## config.mk

```make
export PLATFORM = sky130hd
export DESIGN_NAME = paren_bool_expr_evaluator_core_flat
export DESIGN_NICKNAME = d
export VERILOG_FILES = /design/src/pbe_pkg.sv /design/src/pbe_char_if.sv /design/src/pbe_result_if.sv /design/src/pbe_cell.sv /design/src/pbe_stack.sv /design/src/paren_bool_expr_evaluator_core.sv /design/src/flat_wrapper.sv
export SDC_FILE = /design/constraint.sdc
export NUM_CORES = 2
export LEC_CHECK = 0
export ABC_AREA = 1
export ABC_CLOCK_PERIOD_IN_PS = 7800
export BUFFER_PORTS_ARGS = -buffer_cell sky130_fd_sc_hd__buf_2
export CORE_MARGIN = 4
export CORE_UTILIZATION = 38
export CTS_CLUSTER_DIAMETER = 200
export DETAILED_ROUTE_END_ITERATION = 8
export PLACE_DENSITY = 0.63
export SYNTH_ARGS = -nofsm -noshare
export SYNTH_HDL_FRONTEND = slang
export SYNTH_SLANG_ARGS = --single-unit
```

## constraint.sdc

```tcl
create_clock -name clk -period 7.8 [get_ports clk]
set_input_delay 0.39 -clock clk [delete_from_list [all_inputs] [get_ports clk]]
set_output_delay 0.39 -clock clk [all_outputs]
set_load 0.05 [all_outputs]
```

## src/pbe_pkg.sv

```systemverilog
// shared types and constants of the parenthesized boolean expression evaluator
`default_nettype none

package pbe_pkg;

	// width of one stacked value
	localparam int unsigned VALUE_W = 31;
	localparam logic [VALUE_W-1:0] VALUE_MAX = {VALUE_W{1'b1}};

	// result status codes
	typedef enum logic [2:0] {
		ST_FALSE     = 3'd0,
		ST_TRUE      = 3'd1,
		ST_MALFORMED = 3'd2,
		ST_UNMATCHED = 3'd3,
		ST_MISSING   = 3'd4,
		ST_OVERFLOW  = 3'd5
	} status_t;

	// no latched error shares the code of a false result
	localparam status_t ERR_NONE = ST_FALSE;

	// operator codes held on the operator stack
	typedef enum logic [2:0] {
		OP_NOT = 3'd0,
		OP_AND = 3'd1,
		OP_OR  = 3'd2,
		OP_EQ  = 3'd3,
		OP_GT  = 3'd4,
		OP_LT  = 3'd5
	} op_t;

	// stack commands: every non-hold command loads the top cell with the new data
	typedef enum logic [1:0] {
		STK_HOLD = 2'd0,
		STK_PUSH = 2'd1,
		STK_LOAD = 2'd2,
		STK_POP  = 2'd3
	} stk_op_t;

	// per-cell command along the chain
	typedef enum logic [1:0] {
		CELL_HOLD = 2'd0,
		CELL_UP   = 2'd1,
		CELL_DOWN = 2'd2
	} cell_cmd_t;

	// character codes
	localparam logic [7:0] CH_NOT   = 8'h21;
	localparam logic [7:0] CH_AND   = 8'h26;
	localparam logic [7:0] CH_OR    = 8'h7C;
	localparam logic [7:0] CH_EQ    = 8'h3D;
	localparam logic [7:0] CH_LT    = 8'h3C;
	localparam logic [7:0] CH_GT    = 8'h3E;
	localparam logic [7:0] CH_OPEN  = 8'h28;
	localparam logic [7:0] CH_CLOSE = 8'h29;
	localparam logic [7:0] CH_ZERO  = 8'h30;
	localparam logic [7:0] CH_NINE  = 8'h39;

endpackage

`default_nettype wire

```

## src/pbe_char_if.sv

```systemverilog
// character input channel
`default_nettype none

interface pbe_char_if;
	logic       valid;
	logic       ready;
	logic [7:0] ch;
	logic       char_valid;
	logic       line_end;

	modport source (output valid, ch, char_valid, line_end, input ready);
	modport sink   (input valid, ch, char_valid, line_end, output ready);
endinterface

`default_nettype wire

```

## src/pbe_result_if.sv

```systemverilog
// result output channel
`default_nettype none

interface pbe_result_if;
	logic        valid;
	logic        ready;
	logic [2:0]  status;
	logic [30:0] final_value;

	modport source (output valid, status, final_value, input ready);
	modport sink   (input valid, status, final_value, output ready);
endinterface

`default_nettype wire

```

## src/pbe_cell.sv

```systemverilog
// one stack cell: holds an entry and takes it from the neighbor above or below
`default_nettype none

module pbe_cell #(
	parameter int unsigned WIDTH = 31
) (
	input  wire logic                    clk,
	input  wire pbe_pkg::cell_cmd_t      cmd,
	input  wire logic [WIDTH-1:0]        up_val,
	input  wire logic [WIDTH-1:0]        down_val,
	output logic      [WIDTH-1:0]        val
);

	logic [WIDTH-1:0] val_q;

	// entry register, payload only
	always_ff @(posedge clk) begin
		unique case (cmd)
			pbe_pkg::CELL_UP:   val_q <= up_val;
			pbe_pkg::CELL_DOWN: val_q <= down_val;
			default:            val_q <= val_q;
		endcase
	end

	assign val = val_q;

endmodule

`default_nettype wire

```

## src/pbe_stack.sv

```systemverilog
// stack built as a chain of cells, top at cell 0
`default_nettype none

module pbe_stack #(
	parameter int unsigned WIDTH = 31,
	parameter int unsigned DEPTH = 16
) (
	input  wire logic             clk,
	input  wire pbe_pkg::stk_op_t op,
	input  wire logic [WIDTH-1:0] din,
	output logic      [WIDTH-1:0] top,
	output logic      [WIDTH-1:0] second
);

	logic [WIDTH-1:0]   cell_val [DEPTH];
	pbe_pkg::cell_cmd_t cell_cmd [DEPTH];

	// top cell takes new data on every command
	always_comb begin
		cell_cmd[0] = (op == pbe_pkg::STK_HOLD) ? pbe_pkg::CELL_HOLD : pbe_pkg::CELL_UP;
	end

	pbe_cell #(.WIDTH(WIDTH)) u_cell0 (
		.clk      (clk),
		.cmd      (cell_cmd[0]),
		.up_val   (din),
		.down_val ((DEPTH > 1) ? cell_val[(DEPTH > 1) ? 1 : 0] : din),
		.val      (cell_val[0])
	);

	// lower cells shift down on push and up on pop
	for (genvar i = 1; i < DEPTH; i++) begin : g_cell
		logic [WIDTH-1:0] below;

		always_comb begin
			unique case (op)
				pbe_pkg::STK_PUSH: cell_cmd[i] = pbe_pkg::CELL_UP;
				pbe_pkg::STK_POP:  cell_cmd[i] = pbe_pkg::CELL_DOWN;
				default:           cell_cmd[i] = pbe_pkg::CELL_HOLD;
			endcase
		end

		if (i == DEPTH - 1) begin : g_last
			assign below = '0;
		end else begin : g_mid
			assign below = cell_val[i+1];
		end

		pbe_cell #(.WIDTH(WIDTH)) u_cell (
			.clk      (clk),
			.cmd      (cell_cmd[i]),
			.up_val   (cell_val[i-1]),
			.down_val (below),
			.val      (cell_val[i])
		);
	end

	assign top = cell_val[0];

	if (DEPTH > 1) begin : g_second
		assign second = cell_val[1];
	end else begin : g_no_second
		assign second = '0;
	end

endmodule

`default_nettype wire

```

## src/paren_bool_expr_evaluator_core.sv

```systemverilog
// top level: fully parenthesized boolean expression evaluator
//
//  channel  | role   | payload                          | handshake
//  ---------+--------+----------------------------------+-------------
//  chars    | sink   | ch[7:0], char_valid, line_end    | valid/ready
//  results  | source | status[2:0], final_value[30:0]   | valid/ready
//
// one character is taken per cycle; the operator stack top and the two upper value
// cells are read and rewritten in that same cycle, so the chain of cells sets the rate
// a line end gives its result through an output register, or through a skid stage while
// the output register holds an untaken result; chars stalls only while both hold untaken results
// reset clears counters, flags, the accumulator and the latched error; stack cells are never cleared
`default_nettype none

module paren_bool_expr_evaluator_core #(
	parameter int unsigned VALUE_DEPTH    = 16,
	parameter int unsigned OPERATOR_DEPTH = 16,
	parameter int unsigned PAREN_LIMIT    = 16
) (
	input  wire logic      clk,
	input  wire logic      arst_n,
	pbe_char_if.sink       chars,
	pbe_result_if.source   results
);

	localparam int unsigned VW  = pbe_pkg::VALUE_W;
	localparam int unsigned VCW = $clog2(VALUE_DEPTH + 1);
	localparam int unsigned OCW = $clog2(OPERATOR_DEPTH + 1);
	localparam int unsigned PW  = $clog2(PAREN_LIMIT + 1);

	// control state
	logic [VCW-1:0]       vcnt_q, vcnt_n;
	logic [OCW-1:0]       ocnt_q, ocnt_n;
	logic [PW-1:0]        pdepth_q, pdepth_n;
	logic [VW-1:0]        acc_q, acc_n;
	logic                 innum_q, innum_n;
	logic                 prevop_q, prevop_n;
	pbe_pkg::status_t     err_q, err_n;

	// stack ports
	pbe_pkg::stk_op_t     v_op, o_op;
	logic [VW-1:0]        v_din, v_top, v_second;
	logic [2:0]           o_din, o_top, o_second;

	// output register and skid stage
	logic                 out_valid_q, skid_valid_q;
	logic [2:0]           out_status_q, skid_status_q;
	logic [VW-1:0]        out_value_q, skid_value_q;

	logic                 fire, take, produce;
	logic                 is_digit, is_op;
	pbe_pkg::op_t         op_code;
	logic [VW+3:0]        acc_prod;
	logic [VW-1:0]        acc_sat;
	logic [VW-1:0]        top1, second1;
	logic [VCW-1:0]       vcnt1;
	logic [VW-1:0]        bin_res;
	pbe_pkg::status_t     res_status;
	logic [VW-1:0]        res_value;

	assign fire    = chars.valid && chars.ready;
	assign take    = fire && chars.char_valid && (err_q == pbe_pkg::ERR_NONE);
	assign produce = fire && chars.line_end;

	// character classes
	assign is_digit = (chars.ch >= pbe_pkg::CH_ZERO) && (chars.ch <= pbe_pkg::CH_NINE);

	always_comb begin
		is_op   = 1'b1;
		op_code = pbe_pkg::OP_NOT;
		unique case (chars.ch)
			pbe_pkg::CH_NOT: op_code = pbe_pkg::OP_NOT;
			pbe_pkg::CH_AND: op_code = pbe_pkg::OP_AND;
			pbe_pkg::CH_OR:  op_code = pbe_pkg::OP_OR;
			pbe_pkg::CH_EQ:  op_code = pbe_pkg::OP_EQ;
			pbe_pkg::CH_GT:  op_code = pbe_pkg::OP_GT;
			pbe_pkg::CH_LT:  op_code = pbe_pkg::OP_LT;
			default:         is_op   = 1'b0;
		endcase
	end

	// decimal accumulate with saturation: acc * 8 + acc * 2 + digit
	assign acc_prod = ({4'b0, acc_q} << 3) + ({4'b0, acc_q} << 1)
		+ {{VW{1'b0}}, chars.ch[3:0]};
	assign acc_sat  = (acc_prod > {4'b0, pbe_pkg::VALUE_MAX}) ? pbe_pkg::VALUE_MAX
		: acc_prod[VW-1:0];

	// operands as seen after a pending number is pushed
	assign top1    = innum_q ? acc_q : v_top;
	assign second1 = innum_q ? v_top : v_second;
	assign vcnt1   = innum_q ? vcnt_q + VCW'(1) : vcnt_q;

	// binary operator on b (lower) and a (top)
	always_comb begin
		unique case (pbe_pkg::op_t'(o_top))
			pbe_pkg::OP_AND: bin_res = VW'((top1 != '0) && (second1 != '0));
			pbe_pkg::OP_OR:  bin_res = VW'((top1 != '0) || (second1 != '0));
			pbe_pkg::OP_EQ:  bin_res = VW'(second1 == top1);
			pbe_pkg::OP_GT:  bin_res = VW'(second1 > top1);
			default:         bin_res = VW'(second1 < top1);
		endcase
	end

	// per-character next state and stack commands
	always_comb begin
		vcnt_n   = vcnt_q;
		ocnt_n   = ocnt_q;
		pdepth_n = pdepth_q;
		acc_n    = acc_q;
		innum_n  = innum_q;
		prevop_n = prevop_q;
		err_n    = err_q;
		v_op     = pbe_pkg::STK_HOLD;
		v_din    = acc_q;
		o_op     = pbe_pkg::STK_HOLD;
		o_din    = o_second;

		if (take) begin
			if (is_digit) begin
				acc_n    = acc_sat;
				innum_n  = 1'b1;
				prevop_n = 1'b0;
			end else begin
				innum_n = 1'b0;
				acc_n   = '0;
				if (innum_q && (vcnt_q >= VCW'(VALUE_DEPTH))) begin
					err_n = pbe_pkg::ST_OVERFLOW;
				end else begin
					// digit run ends here
					if (innum_q) begin
						v_op   = pbe_pkg::STK_PUSH;
						v_din  = acc_q;
						vcnt_n = vcnt1;
					end
					if (is_op) begin
						prevop_n = 1'b1;
						if (prevop_q && (ocnt_q != '0)) begin
							o_op  = pbe_pkg::STK_LOAD;
							o_din = op_code;
						end else if (ocnt_q >= OCW'(OPERATOR_DEPTH)) begin
							err_n = pbe_pkg::ST_OVERFLOW;
						end else begin
							o_op   = pbe_pkg::STK_PUSH;
							o_din  = op_code;
							ocnt_n = ocnt_q + OCW'(1);
						end
					end else begin
						prevop_n = 1'b0;
						if (chars.ch == pbe_pkg::CH_OPEN) begin
							if (pdepth_q >= PW'(PAREN_LIMIT)) begin
								err_n = pbe_pkg::ST_OVERFLOW;
							end else begin
								pdepth_n = pdepth_q + PW'(1);
							end
						end else if (chars.ch == pbe_pkg::CH_CLOSE) begin
							if (pdepth_q == '0) begin
								err_n = pbe_pkg::ST_UNMATCHED;
							end else begin
								pdepth_n = pdepth_q - PW'(1);
								if (ocnt_q == '0) begin
									if (vcnt1 == '0) begin
										err_n = pbe_pkg::ST_MISSING;
									end
								end else begin
									ocnt_n = ocnt_q - OCW'(1);
									o_op   = pbe_pkg::STK_POP;
									o_din  = o_second;
									if (pbe_pkg::op_t'(o_top) == pbe_pkg::OP_NOT) begin
										if (vcnt1 == '0) begin
											err_n = pbe_pkg::ST_MISSING;
										end else begin
											v_din = VW'(top1 == '0);
											v_op  = innum_q ? pbe_pkg::STK_PUSH
												: pbe_pkg::STK_LOAD;
										end
									end else if (vcnt1 < VCW'(2)) begin
										err_n = pbe_pkg::ST_MISSING;
									end else begin
										v_din = bin_res;
										if (innum_q) begin
											v_op   = pbe_pkg::STK_LOAD;
											vcnt_n = vcnt_q;
										end else begin
											v_op   = pbe_pkg::STK_POP;
											vcnt_n = vcnt_q - VCW'(1);
										end
									end
								end
							end
						end
					end
				end
			end
		end
	end

	// line end: close a pending digit run and judge the stacks
	always_comb begin
		logic [VCW-1:0] end_cnt;
		logic [VW-1:0]  end_top;
		pbe_pkg::status_t end_err;

		end_cnt = vcnt_n;
		end_top = (v_op != pbe_pkg::STK_HOLD) ? v_din : v_top;
		end_err = err_n;
		if ((err_n == pbe_pkg::ERR_NONE) && innum_n) begin
			if (vcnt_n >= VCW'(VALUE_DEPTH)) begin
				end_err = pbe_pkg::ST_OVERFLOW;
			end else begin
				end_cnt = vcnt_n + VCW'(1);
				end_top = acc_n;
			end
		end

		res_value = '0;
		if (end_err != pbe_pkg::ERR_NONE) begin
			res_status = end_err;
		end else if ((end_cnt != VCW'(1)) || (ocnt_n != '0) || (pdepth_n != '0)) begin
			res_status = pbe_pkg::ST_MALFORMED;
		end else begin
			res_value  = end_top;
			res_status = (end_top != '0) ? pbe_pkg::ST_TRUE : pbe_pkg::ST_FALSE;
		end
	end

	// control registers, cleared at every line end
	always_ff @(posedge clk or negedge arst_n) begin
		if (!arst_n) begin
			vcnt_q   <= '0;
			ocnt_q   <= '0;
			pdepth_q <= '0;
			acc_q    <= '0;
			innum_q  <= 1'b0;
			prevop_q <= 1'b0;
			err_q    <= pbe_pkg::ERR_NONE;
		end else if (produce) begin
			vcnt_q   <= '0;
			ocnt_q   <= '0;
			pdepth_q <= '0;
			acc_q    <= '0;
			innum_q  <= 1'b0;
			prevop_q <= 1'b0;
			err_q    <= pbe_pkg::ERR_NONE;
		end else begin
			vcnt_q   <= vcnt_n;
			ocnt_q   <= ocnt_n;
			pdepth_q <= pdepth_n;
			acc_q    <= acc_n;
			innum_q  <= innum_n;
			prevop_q <= prevop_n;
			err_q    <= err_n;
		end
	end

	// value and operator stacks
	pbe_stack #(.WIDTH(VW), .DEPTH(VALUE_DEPTH)) u_value_stack (
		.clk    (clk),
		.op     (v_op),
		.din    (v_din),
		.top    (v_top),
		.second (v_second)
	);

	pbe_stack #(.WIDTH(3), .DEPTH(OPERATOR_DEPTH)) u_operator_stack (
		.clk    (clk),
		.op     (o_op),
		.din    (o_din),
		.top    (o_top),
		.second (o_second)
	);

	// output register with skid stage
	always_ff @(posedge clk or negedge arst_n) begin
		if (!arst_n) begin
			out_valid_q  <= 1'b0;
			skid_valid_q <= 1'b0;
		end else if (!out_valid_q || results.ready) begin
			if (skid_valid_q) begin
				out_valid_q  <= 1'b1;
				skid_valid_q <= 1'b0;
			end else begin
				out_valid_q  <= produce;
			end
		end else if (produce) begin
			skid_valid_q <= 1'b1;
		end
	end

	always_ff @(posedge clk) begin
		if (!out_valid_q || results.ready) begin
			if (skid_valid_q) begin
				out_status_q <= skid_status_q;
				out_value_q  <= skid_value_q;
			end else if (produce) begin
				out_status_q <= res_status;
				out_value_q  <= res_value;
			end
		end else if (produce) begin
			skid_status_q <= res_status;
			skid_value_q  <= res_value;
		end
	end

	assign chars.ready         = !skid_valid_q;
	assign results.valid       = out_valid_q;
	assign results.status      = out_status_q;
	assign results.final_value = out_value_q;

endmodule

`default_nettype wire

```

## src/flat_wrapper.sv

```systemverilog
// flat-port wrapper written by rule: the top's interface ports become plain ports
module paren_bool_expr_evaluator_core_flat 
#(
	parameter int unsigned VALUE_DEPTH    = 16,
	parameter int unsigned OPERATOR_DEPTH = 16,
	parameter int unsigned PAREN_LIMIT    = 16
)
  (clk, arst_n, chars_valid, chars_ch, chars_char_valid, chars_line_end, chars_ready, results_valid, results_status, results_final_value, results_ready);
  pbe_char_if chars_i ();
  pbe_result_if results_i ();
  input  wire logic clk;
  input  wire logic arst_n;
  input wire logic [$bits(chars_i.valid)-1:0] chars_valid;
  input wire logic [$bits(chars_i.ch)-1:0] chars_ch;
  input wire logic [$bits(chars_i.char_valid)-1:0] chars_char_valid;
  input wire logic [$bits(chars_i.line_end)-1:0] chars_line_end;
  output wire logic [$bits(chars_i.ready)-1:0] chars_ready;
  output wire logic [$bits(results_i.valid)-1:0] results_valid;
  output wire logic [$bits(results_i.status)-1:0] results_status;
  output wire logic [$bits(results_i.final_value)-1:0] results_final_value;
  input wire logic [$bits(results_i.ready)-1:0] results_ready;
  assign chars_i.valid = chars_valid;
  assign chars_i.ch = chars_ch;
  assign chars_i.char_valid = chars_char_valid;
  assign chars_i.line_end = chars_line_end;
  assign chars_ready = chars_i.ready;
  assign results_valid = results_i.valid;
  assign results_status = results_i.status;
  assign results_final_value = results_i.final_value;
  assign results_i.ready = results_ready;
  paren_bool_expr_evaluator_core #(.VALUE_DEPTH(VALUE_DEPTH), .OPERATOR_DEPTH(OPERATOR_DEPTH), .PAREN_LIMIT(PAREN_LIMIT)) u_core (.clk(clk), .arst_n(arst_n), .chars(chars_i), .results(results_i));
endmodule
```

# After elaboration in Yosys (flattened, before gate mapping)
# Cells that the tools add are included.
[totals]
regBits = 665
latchBits = 0
ram_bits = 0
rom_bits = 0
out_inout_bits = 36
memories = 0
[classes]
n_addsub = 9
multipliers = 0
div_mod_pow = 0
n_lt_le_gt_ge = 10
n_eq_ne = 27
shift = 0
mux = 162
n_bitwise = 1
reduce_logical = 43
[ops]
columns = ["op", "n"]
rows = [
  ["case mux 31 bit (2 select lines)", 16],
  ["2-to-1 mux 31 bit", 24],
  ["2-to-1 mux 5 bit", 36],
  ["case mux 3 bit (2 select lines)", 16],
  ["nonzero test 31 bit", 3],
  ["2-to-1 mux 3 bit", 27],
  ["equality test 8 x 6 -> 1 bit, second input constant", 7],
  ["2-to-1 mux 2 bit", 21],
  ["adder 34 x 32 -> 35 bit", 1],
  ["adder 35 x 4 -> 35 bit", 1],
  ["greater-than comparator 35 x 31 -> 1 bit, second input constant", 1],
  ["equality test 31 bit", 1],
  ["greater-than comparator 31 bit", 1],
  ["zero test 31 bit", 1],
  ["less-than comparator 31 bit", 1],
  ["adder 5 x 1 -> 5 bit, second input constant", 4],
  [">= comparator 5 bit, second input constant", 4],
  ["2-to-1 mux 1 bit", 18],
  ["nonzero test 2 bit", 8],
  ["zero test 5 bit", 3],
  ["case mux 3 bit (5 select lines)", 1],
  ["nonzero test 5 bit", 3],
  ["subtractor 5 x 1 -> 5 bit, second input constant", 3],
  ["logical AND 1 bit", 9],
  ["23 further kinds", 42],
]

# Depth between registers and ports, before layout
[depth]
ltp_word = 23
ltp_mapped = 31
depth_no_buf = 29

# Cells and area by module
# From an unflattened synthesis, not the netlist that was laid out.
[hier_totals]
hier_cells = 4442
area_unflattened_um2 = 36406.2
[by_module_without_submodules]
columns = ["module", "n_inst", "cells_each", "area_per_inst_um2"]
rows = [
  ["pbe_cell (u_core.u_value_stack.g_cell[10].u_cell ...)", 16, 134, 1333.8],
  ["paren_bool_expr_evaluator_core", 1, 2028, 12650.9],
  ["pbe_cell (u_core.u_operator_stack.g_cell[10].u_cell ...)", 16, 16, 147.6],
  ["pbe_stack", 2, 7, 26.3],
]

# Worst setup path after synthesis
# No wires, ideal clock.
[synth_path]
path_type = "register to register"
start = "register u_core.vcnt_q[0]"
end = "register u_core.out_status_q[0], in the netlist u_core.results.status[0] (data pin)"
setup_time_ps = 132
arrival_ps = 8134
t_required_ps = 7668
path_slack_ps = -466
stages_incl_launch_ff = 25
path_buffers = 1
path_cell_list = "dfrtp_1 inv_1 ha_1 o21ai_0 nand3_1 nor2_1 inv_1 nand3_1 nand3_2 clkinv_1 buf_2 nand2_1 o21ai_1 inv_1 nand2_1 o21ai_0 nand2_1 nor2_1 nand2_1 nor2_1 nand2_1 nand2_1 nand2_1 nand2_1 nand2_1"
[synth_between]
elab_chain_cells = 23
[synth_lines]
columns = ["item", "line_no", "text"]
rows = [
  ["start, declared", "paren_bool_expr_evaluator_core.sv:32", "logic [VCW-1:0] vcnt_q, vcnt_n;"],
  ["start signal, assigned", "paren_bool_expr_evaluator_core.sv:245", "vcnt_q <= vcnt_n;"],
  ["adder 5 x 1 -> 5 bit", "paren_bool_expr_evaluator_core.sv:91", "assign vcnt1 = innum_q ? vcnt_q + VCW'(1) : vcnt_q;"],
  ["2-to-1 mux 5 bit", "paren_bool_expr_evaluator_core.sv:91", ""],
  ["less-than comparator 5 x 2 -> 1 bit (tied with other cells)", "paren_bool_expr_evaluator_core.sv:176", "end else if (vcnt1 < VCW'(2)) begin"],
  ["2-to-1 mux 5 bit (tied with other cells)", "paren_bool_expr_evaluator_core.sv:176", ""],
  ["2-to-1 mux 5 bit (tied with other cells)", "paren_bool_expr_evaluator_core.sv:168", "if (pbe_pkg::op_t'(o_top) == pbe_pkg::OP_NOT) begin"],
  ["2-to-1 mux 5 bit (tied with other cells)", "paren_bool_expr_evaluator_core.sv:160", "if (ocnt_q == '0) begin"],
  ["2-to-1 mux 5 bit (tied with other cells)", "paren_bool_expr_evaluator_core.sv:156", "if (pdepth_q == '0) begin"],
  ["2-to-1 mux 5 bit (tied with other cells)", "paren_bool_expr_evaluator_core.sv:155", "end else if (chars.ch == pbe_pkg::CH_CLOSE) begin"],
  ["(+8 left out)", "n/a", ""],
  ["!= test 5 x 1 -> 1 bit / 2-to-1 mux 31 bit (equally long branches)", "paren_bool_expr_evaluator_core.sv:218, paren_bool_expr_evaluator_core.sv:206", ""],
  ["logical OR 1 bit / nonzero test 31 bit (equally long branches)", "paren_bool_expr_evaluator_core.sv:218, paren_bool_expr_evaluator_core.sv:222", ""],
  ["logical OR 1 bit / 2-to-1 mux 1 bit (equally long branches)", "paren_bool_expr_evaluator_core.sv:218, paren_bool_expr_evaluator_core.sv:222", ""],
  ["2-to-1 mux 3 bit", "paren_bool_expr_evaluator_core.sv:218", "end else if ((end_cnt != VCW'(1)) || (ocnt_n != '0) || (pdepth_n != '0)) begin"],
  ["2-to-1 mux 3 bit (*)", "paren_bool_expr_evaluator_core.sv:216", "if (end_err != pbe_pkg::ERR_NONE) begin"],
  ["via u_core.res_status[0]", "paren_bool_expr_evaluator_core.sv:58", "pbe_pkg::status_t res_status;"],
  ["2-to-1 mux 3 bit (*)", "paren_bool_expr_evaluator_core.sv:294", "end else if (produce) begin"],
  ["2-to-1 mux 3 bit (*)", "paren_bool_expr_evaluator_core.sv:291", "if (skid_valid_q) begin"],
  ["end signal, assigned", "paren_bool_expr_evaluator_core.sv:292", "out_status_q <= skid_status_q;"],
  ["end signal, assigned", "paren_bool_expr_evaluator_core.sv:295", "out_status_q <= res_status;"],
  ["end, declared", "paren_bool_expr_evaluator_core.sv:47", "logic [2:0] out_status_q, skid_status_q;"],
]
# Mark *: on every way through the listed nets, which the timed path passes. The rest lies on a longest branch. The select of a mux whose other input is x is not followed.
# A chain may end at the register's enable or synchronous reset.

# Worst setup path in the final report
[layout_path]
start = "register u_core.err_q[0]"
end = "register u_core.u_value_stack.g_cell[6].u_cell.val_q[20] (data pin)"
[layout_between]
elab_chain_cells = 7
[layout_lines]
columns = ["item", "line_no", "text"]
rows = [
  ["start, declared", "paren_bool_expr_evaluator_core.sv:38", "pbe_pkg::status_t err_q, err_n;"],
  ["start signal, assigned", "paren_bool_expr_evaluator_core.sv:235", "err_q <= pbe_pkg::ERR_NONE;"],
  ["start signal, assigned", "paren_bool_expr_evaluator_core.sv:243", "err_q <= pbe_pkg::ERR_NONE;"],
  ["start signal, assigned", "paren_bool_expr_evaluator_core.sv:251", "err_q <= err_n;"],
  ["zero test 3 bit (*)", "paren_bool_expr_evaluator_core.sv:62", "assign take = fire && chars.char_valid && (err_q == pbe_pkg::ERR_NONE);"],
  ["logical AND 1 bit (*)", "paren_bool_expr_evaluator_core.sv:62", ""],
  ["2-to-1 mux 2 bit (*)", "paren_bool_expr_evaluator_core.sv:118", "if (take) begin"],
  ["equality test 2 bit / equality test 2 x 1 -> 1 bit (equally long branches)", "pbe_stack.sv:36", "unique case (op)"],
  ["case mux 2 bit (2 select lines) (*)", "pbe_stack.sv:36", ""],
  ["equality test 2 bit / equality test 2 x 1 -> 1 bit (equally long branches)", "pbe_cell.sv:18", "unique case (cmd)"],
  ["case mux 31 bit (2 select lines) (*)", "pbe_cell.sv:18", ""],
  ["end signal, assigned", "pbe_cell.sv:19", "pbe_pkg::CELL_UP: val_q <= up_val;"],
  ["end signal, assigned", "pbe_cell.sv:20", "pbe_pkg::CELL_DOWN: val_q <= down_val;"],
  ["end signal, assigned", "pbe_cell.sv:21", "default: val_q <= val_q;"],
  ["end, declared", "pbe_cell.sv:14", "logic [WIDTH-1:0] val_q;"],
]
# Every way passes the cells marked *; elsewhere a longest branch is shown, timed or not.

==> metrics.csv <==
stage,metric,value,unit
run_status,outcome,completed,
placement,Final Wtd Congestion,0.960,
logic_synthesis,largest family of logic cells by synthesized area,simple AND/OR/NAND/NOR gates,
logic_synthesis,syn nets,4219,
floorplan,Die W,311,um
floorplan,Die Y,311,um
route,via count,26455,
clocking,CTS tree,yes,
logic_synthesis,Synth Area in Simple Gates,0.246,
timing,unrepaired setup endpoints after global routing,false,
timing,WHS,0.123,ns
min_path,Hold Path Class,input pin to flop,
final_layout,Ant. Diodes,0,
power_and_ir_drop,Static Leak,17.3,nW
logic_synthesis,Ys Warns,0,
logic_synthesis,area share of fa/ha/maj cells after synthesis,0.0374,
timing,skew final,0.0245,ns
worst_setup_path,crit path launch,u_core.err_q[0],
clocking,clk sink count,665,
placement,count of input and output buffers,49,
clocking,CTS max path bufs,3,
logic_synthesis,post-synthesis sequential area ratio,0.565,
logic_synthesis,"Async S/R FF share, synth",0.0797,
power_and_ir_drop,total power,7.82,mW
power_and_ir_drop,peak supply drop,0.000144,V
logic_synthesis,Yosys reg bits,665,
clocking,"Clk pin slew, worst setup/hold paths",0.06,ns
logic_synthesis,post-synth top area share,0.527,
timing,fmax,186,MHz
floorplan,Std-Cell Rows,110,
clocking,CTS H-tree depth,3,
placement,Placement Setup Slack,2.57,ns
clocking,CTS Buf Count,76,
global_route,Total GRT Usage,0.163,
timing,Tcrit/Tclk final,0.688,
worst_setup_path,R2R Path Start,u_core.err_q[0],
global_route,largest net degree at the start of global routing,236,
clocking,Post-CTS Setup Inserts,0,
worst_setup_path,crit start category,flop,
timing,worst-margin pin slew,1.21,ns
final_layout,synth-to-layout area growth,10.3,%
logic_synthesis,Post-Syn Area per Cell,8.51,sq um
clocking,post-CTS sizing,0,
global_route,antenna violations before repair,0,
worst_setup_path,Worst Setup Path Type,flop to flop,
global_route,global-route wire length before repair,131000,um
route,DR iter-0 viols,2745,
clocking,Root Buffer,clkbuf_16,
logic_synthesis,synthesized cell area,34900,sq um
logic_synthesis,Mapped Cells,4102,
route,remaining antenna violation count,0,
timing,endpoints failing setup,0,
job,max_cap viols,0,
logic_synthesis,"EDFF count, synth",612,
logic_synthesis,multiplexer area fraction after synthesis,0,
route,DRC,0,
floorplan,Die Area,96700,sq um
route,WL per Instance,15.3,um
logic_synthesis,Unique masters post-synth,47,
logic_synthesis,synth top area cells,"edfxtp_1 53%, nand2_1 19%, inv_1 4.7%",
floorplan,Core Area,90600,sq um
clocking,worst-skew pair later-pin latency,0.62,ns
final_layout,Final Core Density,0.425,
worst_setup_path,CP max FO,235,
min_path,hold_sp,results_ready,
timing,Slew HR,0.193,
logic_synthesis,cell accounting for the most synthesized area,edfxtp_1,
final_layout,proportion of layout cells with a drive suffix above 1,0.0560,
power_and_ir_drop,P per Cell Area,203,nW/um^2
route,via density per instance,4.98,
global_route,grt total ovfl,0,
timing,final worst slack,2.44,ns
timing,"Slew Viols, Final",0,
logic_synthesis,Synth Area in XOR/XNOR,0.00925,
logic_synthesis,Post-synth top flop,edfxtp_1,
floorplan,Starting Density,0.385,
global_route,vias in the first global route,24823,
timing,Fin. Hold Viols,0,
logic_synthesis,Compound-Gate Fraction of Synth Area,0.0725,
timing,Period minus WS final,5.36,ns
route,DRT Wirelength,81200,um
final_layout,Final #Nets,4199,
floorplan,I/O Pins,50,
worst_setup_path,"Req. time, crit path",8.11,ns
worst_setup_path,Critical Path AT,5.67,ns
route,DRT Pass-1 Iters,6,
placement,Detailed Place HPWL,53500,um
worst_setup_path,Crit. End Element,flop,
timing,Post-Route Setup TNS,0,ns
[registers in the layout, summed over array words and instances (netlist names)]
register                                   cells
u_core.ocnt_q                                  5
u_core.acc_q                                  31
u_core.innum_q                                 1
u_core.pdepth_q                                5
u_core.results.final_value                    31
u_core.results.valid                           1
u_core.u_operator_stack.g_cell.u_cell.val     45
u_core.skid_status_q                           3
u_core.err_q                                   3
u_core.prevop_q                                1
u_core.skid_valid_q                            1
u_core.skid_value_q                           31
u_core.u_value_stack.g_cell.u_cell.val       465
u_core.vcnt_q                                  5
u_core.results.status                          3
u_core.u_value_stack.u_cell0.val              31
u_core.u_operator_stack.u_cell0.val            3
[cell usage in the layout (no fill, tap or decap), types with 16 or more instances in the layout]
cell type and count:
nand3_1 91, clkinv_1 16, nor3_1 22, clkbuf_16 79, nand2_1 1778, clkinv_2 17
buf_2 49, o21ai_0 303, nor2_1 247, edfxtp_1 612, ha_1 101, dfrtp_1 52
xor2_1 23, buf_4 20, inv_1 432, a21oi_1 123, nand2_2 16, o21ai_1 21
[repair_timing]
item	CTS	global route
hold buffers	1	0
hold endpoints to repair	53	0
endpoints found under the setup margin	0	0
[synthesized netlist by cell type, types with 2 or more instances]
library cell / instances
a21boi_0: 2
a21o_1: 3
a21oi_1: 123
a22oi_1: 2
a31oi_1: 4
buf_1: 7
buf_2: 62
buf_4: 2
buf_6: 5
clkbuf_1: 94
clkinv_1: 2
dfrtp_1: 53
edfxtp_1: 612
fa_1: 2
ha_1: 101
inv_1: 433
inv_2: 10
nand2_1: 1778
nand2_2: 16
nand2_4: 2
nand3_1: 91
nand3_2: 2
nand3b_1: 6
nand4_1: 13
nor2_1: 251
nor2_2: 4
nor2_4: 5
nor3_1: 22
o211ai_1: 4
o21a_1: 8
o21ai_0: 303
o21ai_1: 21
o21bai_1: 7
o22ai_1: 5
o31ai_1: 2
xnor2_1: 12
xor2_1: 23
[routing by layer]
layer / GRT usage / vias to the layer above / part of all wire
met4: 0.0542 / 0 / 0.034
li1: - / 13160 / -
met5: 0 / - / 0
met2: 0.248 / 734 / 0.43
met3: 0.0292 / 169 / 0.061
met1: 0.236 / 12392 / 0.47
[per-stage QoR]
step / instance area, sq um / std cells
6_report: 38500 / 5316
5_1_grt: 38500 / 5316
4_1_cts: 38500 / 5316
3_5_place_dp: 36100 / 5179
3_3_place_gp: 36100 / 5179
2_1_floorplan: 34900 / 4102
[final timing paths]
check	to	slack, ns	depth (start not counted)
min in group asynchronous	u_core.results.valid	0.46	3
worst max register to register	u_core.u_value_stack.g_cell[6].u_cell.val[20]	2.44	12
max in group asynchronous	u_core.innum_q	6.74	3
worst max-delay path	u_core.u_value_stack.g_cell[6].u_cell.val[20]	2.44	12
worst min-delay path	u_core.skid_valid_q	0.12	4
worst min register to register	u_core.u_value_stack.g_cell[14].u_cell.val[12]	0.52	2
[critical path: stages (launching register included)]
cell	delay, ns
dfrtp_1	0.39
inv_1	0.16
nand4_1	0.12
nor2_2	0.28
nand2_1	0.17
a21oi_4	0.41
nand3_4	0.50
nor2_2	0.62
o21ai_1	0.29
nor2_4	0.27
buf_4	0.68
buf_12	0.61
o21ai_0	0.21
[cells by family (layout without fill, tap and decap cells)]
| family | Yosys count | in the layout |
|---|---|---|
| compound gates | 486 | 486 |
| xor+xnor | 36 | 36 |
| fa+ha+maj | 103 | 103 |
| buf+inv | 616 | 654 |
| flops | 665 | 665 |
| simple gates | 2196 | 2196 |
[cell type report]
class	instances	area [sq um]
well taps	1176	1470
flip-flops and latches	665	19700
clock inverters	43	332
multi-input cells	2821	12800
fillers	8934	52100
inverters	445	1690
repair buffers	73	465
clock buffers	93	2050
[report_power, final]
part           internal [mW]  total [mW]  switching (mW)  leakage, nW
Sequential              3.91        3.94          0.0359         6.25
Clock                   2.00        3.45            1.45         1.18
Combinational          0.116       0.427           0.311         9.88
No activity file was read; power rests on OpenSTA's default activity.
